<file path="config.mk">
export PLATFORM = sky130hd
export DESIGN_NAME = utf8_lenient_decoder
export DESIGN_NICKNAME = d
export VERILOG_FILES = /design/src/sv/utf8d_pkg.sv /design/src/sv/utf8d_front.sv /design/src/sv/utf8d_queue.sv /design/src/sv/utf8d_back.sv /design/src/sv/utf8_lenient_decoder.sv
export SDC_FILE = /design/constraint.sdc
export NUM_CORES = 1
export LEC_CHECK = 0
export ABC_AREA = 0
export BUFFER_PORTS_ARGS = -buffer_cell sky130_fd_sc_hd__buf_2
export CAP_MARGIN = 10
export CORE_ASPECT_RATIO = 2
export CORE_MARGIN = 2
export CORE_UTILIZATION = 55
export DETAILED_ROUTE_END_ITERATION = 10
export PLACE_DENSITY = 0.79
export SYNTH_ARGS = -nofsm -noshare
export SYNTH_HDL_FRONTEND = slang
export SYNTH_SLANG_ARGS = --single-unit
</file>
<file path="constraint.sdc">
create_clock -name aclk -period 6.02 [get_ports aclk]
set_input_delay 0.602 -clock aclk [delete_from_list [all_inputs] [get_ports aclk]]
set_output_delay 0.602 -clock aclk [all_outputs]
set_load 0.03 [all_outputs]
</file>
<file path="src/sv/utf8d_pkg.sv">
// utf8d_pkg: shared types, constants and the lead byte classifier
// for the lenient utf-8 decoder; no dependencies
package utf8d_pkg;

    localparam int CP_W      = 21;
    localparam int BYTE_W    = 8;
    localparam int MAX_RES   = 4;
    localparam int CNT_W     = 3;
    localparam int Q_DEPTH   = 4;
    localparam int Q_PTR_W   = 2;
    localparam int M_TDATA_W = 24;

    localparam logic [BYTE_W-1:0] MASK_B7   = 8'h80;
    localparam logic [BYTE_W-1:0] MASK_TOP3 = 8'hE0;
    localparam logic [BYTE_W-1:0] LEAD_2    = 8'hC0;
    localparam logic [BYTE_W-1:0] MASK_TOP4 = 8'hF0;
    localparam logic [BYTE_W-1:0] MASK_TOP5 = 8'hF8;
    localparam logic [BYTE_W-1:0] LEAD_3    = 8'hE0;
    localparam logic [BYTE_W-1:0] LEAD_4    = 8'hF0;
    localparam logic [BYTE_W-1:0] PAY_2     = 8'h1F;
    localparam logic [BYTE_W-1:0] PAY_3     = 8'h0F;
    localparam logic [BYTE_W-1:0] PAY_4     = 8'h07;
    localparam logic [BYTE_W-1:0] PAY_CONT  = 8'h3F;
    localparam logic [BYTE_W-1:0] MASK_TOP2 = 8'hC0;
    localparam logic [BYTE_W-1:0] CONT_TAG  = 8'h80;

    localparam logic [2:0] LEN_NONE = 3'd0;
    localparam logic [2:0] LEN_2    = 3'd2;
    localparam logic [2:0] LEN_3    = 3'd3;
    localparam logic [2:0] LEN_4    = 3'd4;

    typedef enum logic [2:0] {
        KIND_ASCII,
        KIND_LEAD2,
        KIND_LEAD3,
        KIND_LEAD4,
        KIND_RAW
    } lead_kind_t;

    typedef struct packed {
        logic [MAX_RES-1:0][CP_W-1:0] cp;
        logic [CNT_W-1:0]             n;
        logic                         eos;
    } group_t;

    typedef struct packed {
        logic valid;
        logic full;
    } q_status_t;

    function automatic lead_kind_t classify(input logic [BYTE_W-1:0] b);
        lead_kind_t k;
        if ((b & MASK_B7) == 8'h00) begin
            k = KIND_ASCII;
        end else if ((b & MASK_TOP3) == LEAD_2) begin
            k = KIND_LEAD2;
        end else if ((b & MASK_TOP4) == LEAD_3) begin
            k = KIND_LEAD3;
        end else if ((b & MASK_TOP5) == LEAD_4) begin
            k = KIND_LEAD4;
        end else begin
            k = KIND_RAW;
        end
        return k;
    endfunction

    function automatic logic is_cont(input logic [BYTE_W-1:0] b);
        return (b & MASK_TOP2) == CONT_TAG;
    endfunction

endpackage

</file>
<file path="src/sv/utf8d_front.sv">
// utf8d_front: sequence state and per-byte result group builder
// depends on utf8d_pkg
module utf8d_front (
    input  logic                          aclk,
    input  logic                          aresetn,
    input  logic                          accept,
    input  logic [utf8d_pkg::BYTE_W-1:0]  data_byte,
    input  logic                          eos,
    output utf8d_pkg::group_t             grp,
    output logic                          push
);

    logic [utf8d_pkg::BYTE_W-1:0] lead_reg, lead_next;
    logic [2:0]                   exp_reg, exp_next;
    logic [1:0]                   rc_reg, rc_next;
    logic [utf8d_pkg::CP_W-1:0]   acc_reg, acc_next;
    logic [utf8d_pkg::BYTE_W-1:0] pend_reg [2];
    logic [utf8d_pkg::BYTE_W-1:0] pend_next [2];

    logic [utf8d_pkg::MAX_RES-1:0][utf8d_pkg::CP_W-1:0] cps;
    logic [utf8d_pkg::CNT_W-1:0]  n_c;
    logic [utf8d_pkg::CP_W-1:0]   acc_sh;
    logic                         do_lead;
    utf8d_pkg::lead_kind_t        kind;

    assign acc_sh = {acc_reg[utf8d_pkg::CP_W-7:0], data_byte[5:0]};
    assign kind   = utf8d_pkg::classify(data_byte);

    always_comb begin
        lead_next    = lead_reg;
        exp_next     = exp_reg;
        rc_next      = rc_reg;
        acc_next     = acc_reg;
        pend_next[0] = pend_reg[0];
        pend_next[1] = pend_reg[1];
        cps          = '0;
        n_c          = '0;
        do_lead      = 1'b0;

        if (exp_reg == utf8d_pkg::LEN_NONE) begin
            do_lead = 1'b1;
        end else if (utf8d_pkg::is_cont(data_byte)) begin
            if ({1'b0, rc_reg} + 3'd2 >= exp_reg) begin
                cps[0]   = acc_sh;
                n_c      = 3'd1;
                exp_next = utf8d_pkg::LEN_NONE;
                rc_next  = 2'd0;
                acc_next = '0;
            end else if (eos) begin
                // cut off at end: lead, the buffered byte if any, then this byte
                cps[0] = {13'd0, lead_reg};
                n_c    = 3'd1;
                if (rc_reg >= 2'd1) begin
                    cps[n_c[1:0]] = {13'd0, pend_reg[0]};
                    n_c = n_c + 3'd1;
                end
                cps[n_c[1:0]] = {13'd0, data_byte};
                n_c      = n_c + 3'd1;
                exp_next = utf8d_pkg::LEN_NONE;
                rc_next  = 2'd0;
                acc_next = '0;
            end else begin
                pend_next[rc_reg[0]] = data_byte;
                rc_next  = rc_reg + 2'd1;
                acc_next = acc_sh;
            end
        end else begin
            // broken sequence: flush raw, then treat byte as a new lead
            cps[0] = {13'd0, lead_reg};
            n_c    = 3'd1;
            if (rc_reg >= 2'd1) begin
                cps[n_c[1:0]] = {13'd0, pend_reg[0]};
                n_c = n_c + 3'd1;
            end
            if (rc_reg >= 2'd2) begin
                cps[n_c[1:0]] = {13'd0, pend_reg[1]};
                n_c = n_c + 3'd1;
            end
            exp_next = utf8d_pkg::LEN_NONE;
            rc_next  = 2'd0;
            acc_next = '0;
            do_lead  = 1'b1;
        end

        if (do_lead) begin
            unique case (kind)
                utf8d_pkg::KIND_ASCII, utf8d_pkg::KIND_RAW: begin
                    cps[n_c[1:0]] = {13'd0, data_byte};
                    n_c = n_c + 3'd1;
                end
                default: begin
                    lead_next = data_byte;
                    rc_next   = 2'd0;
                    if (kind == utf8d_pkg::KIND_LEAD2) begin
                        exp_next = utf8d_pkg::LEN_2;
                        acc_next = {13'd0, data_byte & utf8d_pkg::PAY_2};
                    end else if (kind == utf8d_pkg::KIND_LEAD3) begin
                        exp_next = utf8d_pkg::LEN_3;
                        acc_next = {13'd0, data_byte & utf8d_pkg::PAY_3};
                    end else begin
                        exp_next = utf8d_pkg::LEN_4;
                        acc_next = {13'd0, data_byte & utf8d_pkg::PAY_4};
                    end
                    if (eos) begin
                        cps[n_c[1:0]] = {13'd0, data_byte};
                        n_c      = n_c + 3'd1;
                        exp_next = utf8d_pkg::LEN_NONE;
                        acc_next = '0;
                    end
                end
            endcase
        end
    end

    assign grp.cp  = cps;
    assign grp.n   = n_c;
    assign grp.eos = eos;
    assign push    = accept && (n_c != '0);

    always_ff @(posedge aclk) begin
        if (!aresetn) begin
            lead_reg <= '0;
            exp_reg  <= utf8d_pkg::LEN_NONE;
            rc_reg   <= '0;
            acc_reg  <= '0;
        end else if (accept) begin
            lead_reg <= lead_next;
            exp_reg  <= exp_next;
            rc_reg   <= rc_next;
            acc_reg  <= acc_next;
        end
    end

    always_ff @(posedge aclk) begin
        if (accept) begin
            pend_reg[0] <= pend_next[0];
            pend_reg[1] <= pend_next[1];
        end
    end

endmodule

</file>
<file path="src/sv/utf8d_queue.sv">
// utf8d_queue: short queue of result groups between front and back
// depends on utf8d_pkg
module utf8d_queue (
    input  logic                   aclk,
    input  logic                   aresetn,
    input  logic                   push,
    input  utf8d_pkg::group_t      wr_grp,
    input  logic                   pop,
    output utf8d_pkg::group_t      rd_grp,
    output utf8d_pkg::q_status_t   status
);

    utf8d_pkg::group_t              mem [utf8d_pkg::Q_DEPTH];
    logic [utf8d_pkg::Q_PTR_W-1:0]  wr_ptr_reg, rd_ptr_reg;
    logic [utf8d_pkg::Q_PTR_W:0]    count_reg, count_next;

    assign rd_grp       = mem[rd_ptr_reg];
    assign status.valid = count_reg != '0;
    assign status.full  = count_reg == (utf8d_pkg::Q_PTR_W+1)'(utf8d_pkg::Q_DEPTH);

    always_comb begin
        count_next = count_reg;
        if (push && !pop) begin
            count_next = count_reg + 1'b1;
        end else if (pop && !push) begin
            count_next = count_reg - 1'b1;
        end
    end

    always_ff @(posedge aclk) begin
        if (!aresetn) begin
            wr_ptr_reg <= '0;
            rd_ptr_reg <= '0;
            count_reg  <= '0;
        end else begin
            if (push) begin
                wr_ptr_reg <= wr_ptr_reg + 1'b1;
            end
            if (pop) begin
                rd_ptr_reg <= rd_ptr_reg + 1'b1;
            end
            count_reg <= count_next;
        end
    end

    always_ff @(posedge aclk) begin
        if (push) begin
            mem[wr_ptr_reg] <= wr_grp;
        end
    end

endmodule

</file>
<file path="src/sv/utf8d_back.sv">
// utf8d_back: splits queued groups into single result beats
// depends on utf8d_pkg
module utf8d_back (
    input  logic                         aclk,
    input  logic                         aresetn,
    input  utf8d_pkg::group_t            grp,
    input  utf8d_pkg::q_status_t         q_status,
    output logic                         pop,
    output logic                         out_valid,
    input  logic                         out_ready,
    output logic [utf8d_pkg::CP_W-1:0]   out_cp,
    output logic                         out_last_item,
    output logic                         out_last_string
);

    logic [1:0]                 idx_reg;
    logic                       valid_reg;
    logic [utf8d_pkg::CP_W-1:0] cp_reg;
    logic                       li_reg, ls_reg;
    logic                       take, last;

    assign take = q_status.valid && (!valid_reg || out_ready);
    assign last = (grp.n - 3'd1) == {1'b0, idx_reg};
    assign pop  = take && last;

    always_ff @(posedge aclk) begin
        if (!aresetn) begin
            idx_reg   <= '0;
            valid_reg <= 1'b0;
        end else begin
            if (take) begin
                valid_reg <= 1'b1;
                idx_reg   <= last ? 2'd0 : idx_reg + 2'd1;
            end else if (out_ready) begin
                valid_reg <= 1'b0;
            end
        end
    end

    always_ff @(posedge aclk) begin
        if (take) begin
            cp_reg <= grp.cp[idx_reg];
            li_reg <= last;
            ls_reg <= last && grp.eos;
        end
    end

    assign out_valid       = valid_reg;
    assign out_cp          = cp_reg;
    assign out_last_item   = li_reg;
    assign out_last_string = ls_reg;

endmodule

</file>
<file path="src/sv/utf8_lenient_decoder.sv">
// utf8_lenient_decoder: top level of the lenient utf-8 to code point decoder
// depends on utf8d_pkg, utf8d_front, utf8d_queue, utf8d_back
//
//  channel | direction | tdata                  | tuser         | tlast
//  s_      | in        | [7:0] data_byte        | -             | end_of_string
//  m_      | out       | [20:0] code_point      | last_of_item  | last_of_string
//
// one input byte accepted per cycle while the 4-group queue has room
// each byte yields 0 to 4 result beats; the back end sends one beat per cycle
// while the queue holds a group and m_tready is high
// a byte's results pass through the queue entry and then the output register
// synchronous active-low reset clears sequence state, queue and output valid
module utf8_lenient_decoder (
    input  logic        aclk,
    input  logic        aresetn,
    input  logic        s_tvalid,
    output logic        s_tready,
    input  logic [7:0]  s_tdata,   // [7:0] data_byte
    input  logic        s_tlast,
    output logic        m_tvalid,
    input  logic        m_tready,
    output logic [23:0] m_tdata,   // [20:0] code_point, [23:21] zero
    output logic        m_tuser,   // [0] last_of_item
    output logic        m_tlast
);

    utf8d_pkg::group_t          f_grp, q_grp;
    utf8d_pkg::q_status_t       q_status;
    logic                       accept, push, pop;
    logic [utf8d_pkg::CP_W-1:0] cp;

    assign s_tready = !q_status.full;
    assign accept   = s_tvalid && s_tready;

    utf8d_front u_front (
        .aclk      (aclk),
        .aresetn   (aresetn),
        .accept    (accept),
        .data_byte (s_tdata),
        .eos       (s_tlast),
        .grp       (f_grp),
        .push      (push)
    );

    utf8d_queue u_queue (
        .aclk    (aclk),
        .aresetn (aresetn),
        .push    (push),
        .wr_grp  (f_grp),
        .pop     (pop),
        .rd_grp  (q_grp),
        .status  (q_status)
    );

    utf8d_back u_back (
        .aclk            (aclk),
        .aresetn         (aresetn),
        .grp             (q_grp),
        .q_status        (q_status),
        .pop             (pop),
        .out_valid       (m_tvalid),
        .out_ready       (m_tready),
        .out_cp          (cp),
        .out_last_item   (m_tuser),
        .out_last_string (m_tlast)
    );

    assign m_tdata = {{(utf8d_pkg::M_TDATA_W - utf8d_pkg::CP_W){1'b0}}, cp};

    a_last_string_ends_item: assert property (@(posedge aclk) disable iff (!aresetn)
        m_tvalid && m_tlast |-> m_tuser)
        else $error("string end on a beat that does not end its byte");

    a_no_push_when_full: assert property (@(posedge aclk) disable iff (!aresetn)
        q_status.full |-> !push)
        else $error("queue overflow");

    a_pop_needs_data: assert property (@(posedge aclk) disable iff (!aresetn)
        pop |-> q_status.valid)
        else $error("queue underflow");

    a_reset_clears_out: assert property (@(posedge aclk)
        !aresetn |=> !m_tvalid)
        else $error("output valid after reset");

endmodule
</file>
==> results.ini, run 1 <==
[route]
viasPerCell=6.02
drc_errors=0
dr.pass1.iters=5
detail_route.wirelength_um=23000
wire_per_inst_um=23.3
dr_total_vias=5938
postRouteAntennaNets=0
drt_iter0_drc=326

[worst_setup_path]
crit_path_end_kind=flip-flop
cp.arrival_ps=5250
timing.critical_path.buf_inv=3
worstPathMaxFanout=9
cpMaxStageDelayCell=a211oi_4
critical_path.cell_chain=inv_1 > ha_1 > a21oi_1 > o21a_1 > a21o_1 > and2_1 > nand2_1 > ha_1 > a221o_1 > a211oi_4 > inv_1 > ha_1 > inv_1 > fa_1 > xor2_1 > or3_1 > a21boi_0
cpLargestDelayFamily=compound AO/OA/AOI/OAI gates
crit_required_ps=6460
path_class=flip-flop to flip-flop
cpPeakStageDelay_ps=670
startpoint_type=flip-flop

[placement]
portBuffers=37
gp_congestion=0.895
hpwl_um=15300
place_ws_ps=1260

[run_status]
outcome=finished, final reports clean

[clock_network]
cts.sinks=275
cts_tree=built
htree_levels=1
cts_root_buf=clkbuf_16
clk_pin_slew_ps=70
cts_hold_buf=0
cts_inserted_buffers=23
cts_setup_buffers=0
ctsLongestPathBuffers=3
clock_latency_ps=530
post_cts_resize_count=0

[power_and_ir_drop]
pwr_density_cell_nw_per_um2=419
switchingPower_mw=1.46
power_frac_comb_pct=23.1
p_int_mw=3.78
ir_drop_v=0.000231
seqPwrFrac_pct=48.0
switching_share_pct=27.9
leakagePower_nw=4.22
pwr-share-clk_pct=28.9

[floorplanning]
ios=41
dieWidth_um=105
start_util_pct=55.6
die_y_um=206
dieArea_um2=21700
rows=74
core_area_um2=20300

[grt]
grt_max_degree=44
grt_pass1_wl_um=35300
grt_overflow_total=0
grt_pass1_vias=6357
antenna_found_initial=0
grtUsageTotal_pct=21.6

[synthesis]
synth_edf_count=235
syn-cell-area_um2=11300
yosysUniqueCellTypes=54
yosysSeqAreaShare_pct=69.7
yosysTopAreaCell=edfxtp_1
synthArstFlopShare_pct=0
synthTopCellsByArea=edfxtp_1 (63%), mux4_2 (11%), dfxtp_1 (7.1%)
avgSynthCellArea_um2=17.0
synthCells=665
synth_top_area_share_pct=62.6
synth-seq-cells=275
synthFlopType=edfxtp_1
synth_warnings=0

[layout]
n_antenna_cell=0
num-fill-cells=1430
nNetsFinal=735
fin_util_pct=61.8
syn_to_final_growth_pct=11.1
multiInputGateArea_um2=3260
largest_reg_flops=196
drive_above_1_share_pct=21.9
seqCellArea_um2=7860

[sta]
rsz0062_at_grt=false
setup_viol=0
final.setup.tns_ps=0
skew_ps=8.15
period_needed_ps=4810
worst_slew_pin_slew_ps=1220
slew_headroom_pct=17.7
worst_slack_ps=1210
drv_slew=0
fmax_ghz=0.208
hold_viol_final=0
whs_ps=410
final_min_period_over_clock_period_pct=79.9

[hold_path]
min_path_type=primary input to flip-flop

[job]
maxCapViolCount=0

==> final timing paths <==
kind / to / startpoint / cells past startpoint / slack, ps
setup / recovery: u_queue.count_reg[2] / u_front.rc_reg[1] / 17 / 1210
hold / removal: u_back.out_valid / m_tready / 4 / 410
setup reg to reg: u_queue.count_reg[2] / u_front.rc_reg[1] / 17 / 1210
hold reg to reg: u_front.lead_reg[7] / u_front.lead_reg[7] / 1 / 470
==> power by group through the flow <==
stage | Clock [mW] | Combinational (mW) | Sequential, mW
floorplan | 0 | 0.779 | 2.69
global placement | 0 | 1.19 | 2.54
detailed placement | 0 | 1.23 | 2.56
CTS | 1.54 | 1.23 | 2.53
global route | 1.60 | 1.31 | 2.55
finish | 1.52 | 1.21 | 2.52
==> layout by cell type, fill, tap and decap left out, drive strengths merged, types with 10 or more instances in the layout <==
cell,synthesis,final
dfxtp,40,40
clkinv,0,10
clkbuf,20,26
ha,17,17
and3,18,18
inv,16,19
buf,14,46
nand2,31,31
nor2,17,17
mux4,57,57
a21oi,17,17
and2,29,29
o21ai,10,10
edfxtp,235,235
a22oi,15,15
nor2b,38,38
==> per-stage QoR <==
step | cells | power, mW | cell area, um2
6_report | 987 | 5.25 | 12500
5_1_grt | 987 | 5.45 | 12500
4_1_cts | 987 | 5.30 | 12500
3_5_place_dp | 945 | 3.79 | 11800
3_3_place_gp | 945 | 3.74 | 11800
2_1_floorplan | 667 | 3.47 | 11300
==> layer usage <==
layer | vias up | share of wire [%] | GRT usage [%]
li1 | 2676 | - | -
met4 | 0 | 4.2 | 11.0
met2 | 168 | 54 | 38.7
met5 | - | 0 | 0
met3 | 53 | 3.8 | 2.59
met1 | 3041 | 38 | 25.6
==> layout make-up <==
class / count / share of cell area, %
flip-flops and latches: 275 / 62.7
multi-input cells: 342 / 26.0
clock buffers: 26 / 4.76
well taps: 266 / 2.66
repair buffers: 46 / 2.02
clock inverters: 16 / 1.36
inverters: 16 / 0.479
==> cell usage after synthesis (7+ instances only) <==
| library cell | number |
|---|---|
| o21ai_0 | 8 |
| o21a_1 | 9 |
| nand2_1 | 29 |
| edfxtp_1 | 235 |
| and3_1 | 18 |
| a21oi_1 | 17 |
| a22o_1 | 9 |
| ha_1 | 17 |
| nor2b_1 | 38 |
| dfxtp_1 | 40 |
| mux4_2 | 57 |
| inv_1 | 15 |
| buf_2 | 7 |
| mux2i_1 | 9 |
| a22oi_1 | 15 |
| and2_1 | 28 |
| nand3_1 | 8 |
| nor2_1 | 17 |
| clkbuf_1 | 20 |
==> worst register-to-register path: stages, from the launching register on <==
cell and delay (ps):
dfxtp_1 550, inv_1 170, ha_1 230, a21oi_1 160, o21a_1 250, a21o_1 250
and2_1 330, nand2_1 170, ha_1 330, a221o_1 430, a211oi_4 670, inv_1 120
ha_1 260, inv_1 70, fa_1 170, xor2_1 70, or3_1 300, a21boi_0 180
==> logic make-up (layout without fill, tap and decap cells) <==
| logic type | after synthesis | in the layout | synth area share (%) |
|---|---|---|---|
| other cells | 1 | 3 | 0.0333 |
| compound gates | 92 | 92 | 6.01 |
| buf+inv | 50 | 104 | 1.88 |
| simple gates | 156 | 156 | 7.60 |
| mux | 66 | 66 | 12.2 |
| fa+ha+maj | 18 | 18 | 2.06 |
| flops | 275 | 275 | 69.7 |
| xor+xnor | 7 | 7 | 0.544 |
(Power assumes the default switching activity.)
==> run 2, diff against run 1 <==
- ABC_AREA: 0 -> 1
- PLACE_DENSITY: 0.79 -> 0.82
- clock period: 6.02 -> 4.1 ns (I/O delays scaled with it)
==> run 2 against run 1 <==
Effect of this change:
- clock power is 32% higher
- critical endpoint unchanged
- highest routed layer unchanged
- worst hold slack got worse by 210 ps
- sequential power increased by 45%
- global-route usage up 1.1 points
==> results.ini, run 2 <==
[synthesis]
synthTopCellsByArea=edfxtp_1 (61%), dfxtp_1 (6.9%), nor2_1 (5.5%)
synth_warnings=0
synth_most_common_cell=edfxtp_1
synthArstFlopShare_pct=0
synth_edf_count=235
synth_mux_area_share_pct=0
synthAdderAreaFrac_pct=2.01
yosysUniqueCellTypes=41
synth_commonest_cells=edfxtp_1 (235), nor2_1 (169), o21ai_0 (115)
synth_top_area_share_pct=61.0
synthCells=1017
synth_top_family_by_area=compound AO/OA/AOI/OAI gates
synthFlopType=edfxtp_1
syn-cell-area_um2=11600
yosys.area_share.simple_pct=12.4
yosysTopAreaCell=edfxtp_1
synth-seq-cells=275
avgSynthCellArea_um2=11.4
synth_compound_area_share_pct=12.8
synthXorXnorAreaFrac_pct=0.227
yosysSeqAreaShare_pct=67.9

[clock_network]
htree_levels=1
clk_pin_slew_ps=70
ctsLongestPathBuffers=3
post_cts_resize_count=0
cts_tree=built
clock_latency_ps=520
cts.sinks=275
cts_setup_buffers=0
cts_root_buf=clkbuf_16
cts_hold_buf=0
cts_inserted_buffers=23

[sta]
final_min_period_over_clock_period_pct=89.7
fmax_ghz=0.272
worst_slack_ps=423
skew_ps=11.4
final.setup.tns_ps=0
worst_slew_pin_slew_ps=902
whs_ps=195
period_needed_ps=3680
rsz0062_at_grt=false
hold_viol_final=0
slew_headroom_pct=39.9
setup_viol=0
drv_slew=0

[grt]
grtUsageTotal_pct=22.7
grt_pass1_wl_um=38900
grt_max_degree=95
grt_pass1_vias=7486
grt_overflow_total=0
antenna_found_initial=0

[worst_setup_path]
path_class=flip-flop to flip-flop
startpoint_type=flip-flop
cp.arrival_ps=4130
crit_path_end_kind=flip-flop
crit_required_ps=4550
worstPathMaxFanout=9
r2r_start=u_front.rc_reg[1]
critPathLaunch=u_front.rc_reg[1]

[floorplanning]
dieArea_um2=22300
core_area_um2=20800
ios=41
rows=75
dieWidth_um=107
die_y_um=209
start_util_pct=55.5

[route]
postRouteAntennaNets=0
viasPerCell=5.83
dr_total_vias=7736
drt_iter0_drc=998
dr.pass1.iters=5
wire_per_inst_um=18.9
drc_errors=0
detail_route.wirelength_um=25100

[layout]
layout_common_cells=edfxtp_1 (235), nor2_1 (165), o21ai_0 (115)
nNetsFinal=1074
n_antenna_cell=0
fin_util_pct=61.2
syn_to_final_growth_pct=10.1
fin_cells=1328
drive_above_1_share_pct=11.6
final_common_cell=edfxtp_1
largest_reg_flops=196

[placement]
hpwl_um=16000
place_inst=1287
gp_congestion=0.918
place_ws_ps=468
portBuffers=37

[power_and_ir_drop]
leakagePower_nw=4.49
pwr_density_cell_nw_per_um2=603
ir_drop_v=0.000343

[job]
maxCapViolCount=0

[hold_path]
min_path_type=primary input to flip-flop
min_from=s_tdata[3]

[run_status]
outcome=finished, final reports clean

[run 2: cell types whose count changed in the layout (fill, tap and decap cells not counted), moves of 28 or more]
cell	delta
nor2_1	+148
and2_1	-28
nand2_1	+64
nand3_1	+31
a21oi_1	+49
o21ai_0	+107
inv_1	+51
nor2b_1	-34
mux4_2	-57
[run 2: final cells by class]
type	instances	area, um2
clock buffers	32	609
clock inverters	9	68.8
fillers	1582	8090
inverters	78	295
multi-input cells	613	3230
flip-flops and latches	275	7860
well taps	269	337
repair buffers	52	348
[run 2: final timing paths]
check,endpoint,depth (start not counted),slack (ps)
max,u_queue.count_reg[2],22,420
min,u_front.pend_reg[0][11],1,200
min reg2reg,u_front.acc_reg[13],2,460
max reg2reg,u_queue.count_reg[2],22,420
[run 2: through the flow]
| stage | cell area (um2) | power, mW |
|---|---|---|
| final | 12700 | 7.68 |
| after floorplan | 11600 | 5.11 |
| after global routing | 12700 | 8.02 |
| after global placement | 12100 | 5.64 |
| after detailed placement | 12100 | 5.71 |
| after CTS | 12700 | 7.70 |
[run 2: metal layers]
metal | GRT usage [%] | vias up | part of all wire (%)
met5 | 0 | - | 0
met4 | 12.0 | 0 | 4.4
met3 | 2.68 | 69 | 5.8
met2 | 41.5 | 326 | 55
met1 | 25.6 | 3677 | 35
li1 | - | 3664 | -
[run 2: worst max-delay path, stage by stage, from the launching register on]
cell and delay [ps]:
dfxtp_1 520, inv_1 160, ha_1 230, a21oi_1 270, nand3_1 170, nand2_1 120
nand3_2 110, inv_1 120, ha_1 150, inv_1 40, nor2_2 200, nor2_2 70
nand2_2 100, nand2_2 160, inv_1 120, ha_1 160, inv_1 70, fa_1 390
nor2_1 110, nor2_1 40, nand2_1 70, o21ai_0 80, a21oi_1 130
[run 2: cells by family after synthesis]
group | after synthesis
fa+ha+maj | 18
compound gates | 252
simple gates | 337
flops | 275
buf+inv | 131
other cells | 1
xor+xnor | 3
[run 2: power breakdown]
group	total, mW	internal [mW]	switching (mW)
combinational	2.01	0.559	1.45
sequential	3.66	3.52	0.142
clock	2.01	1.10	0.910
total	7.68	5.18	2.50
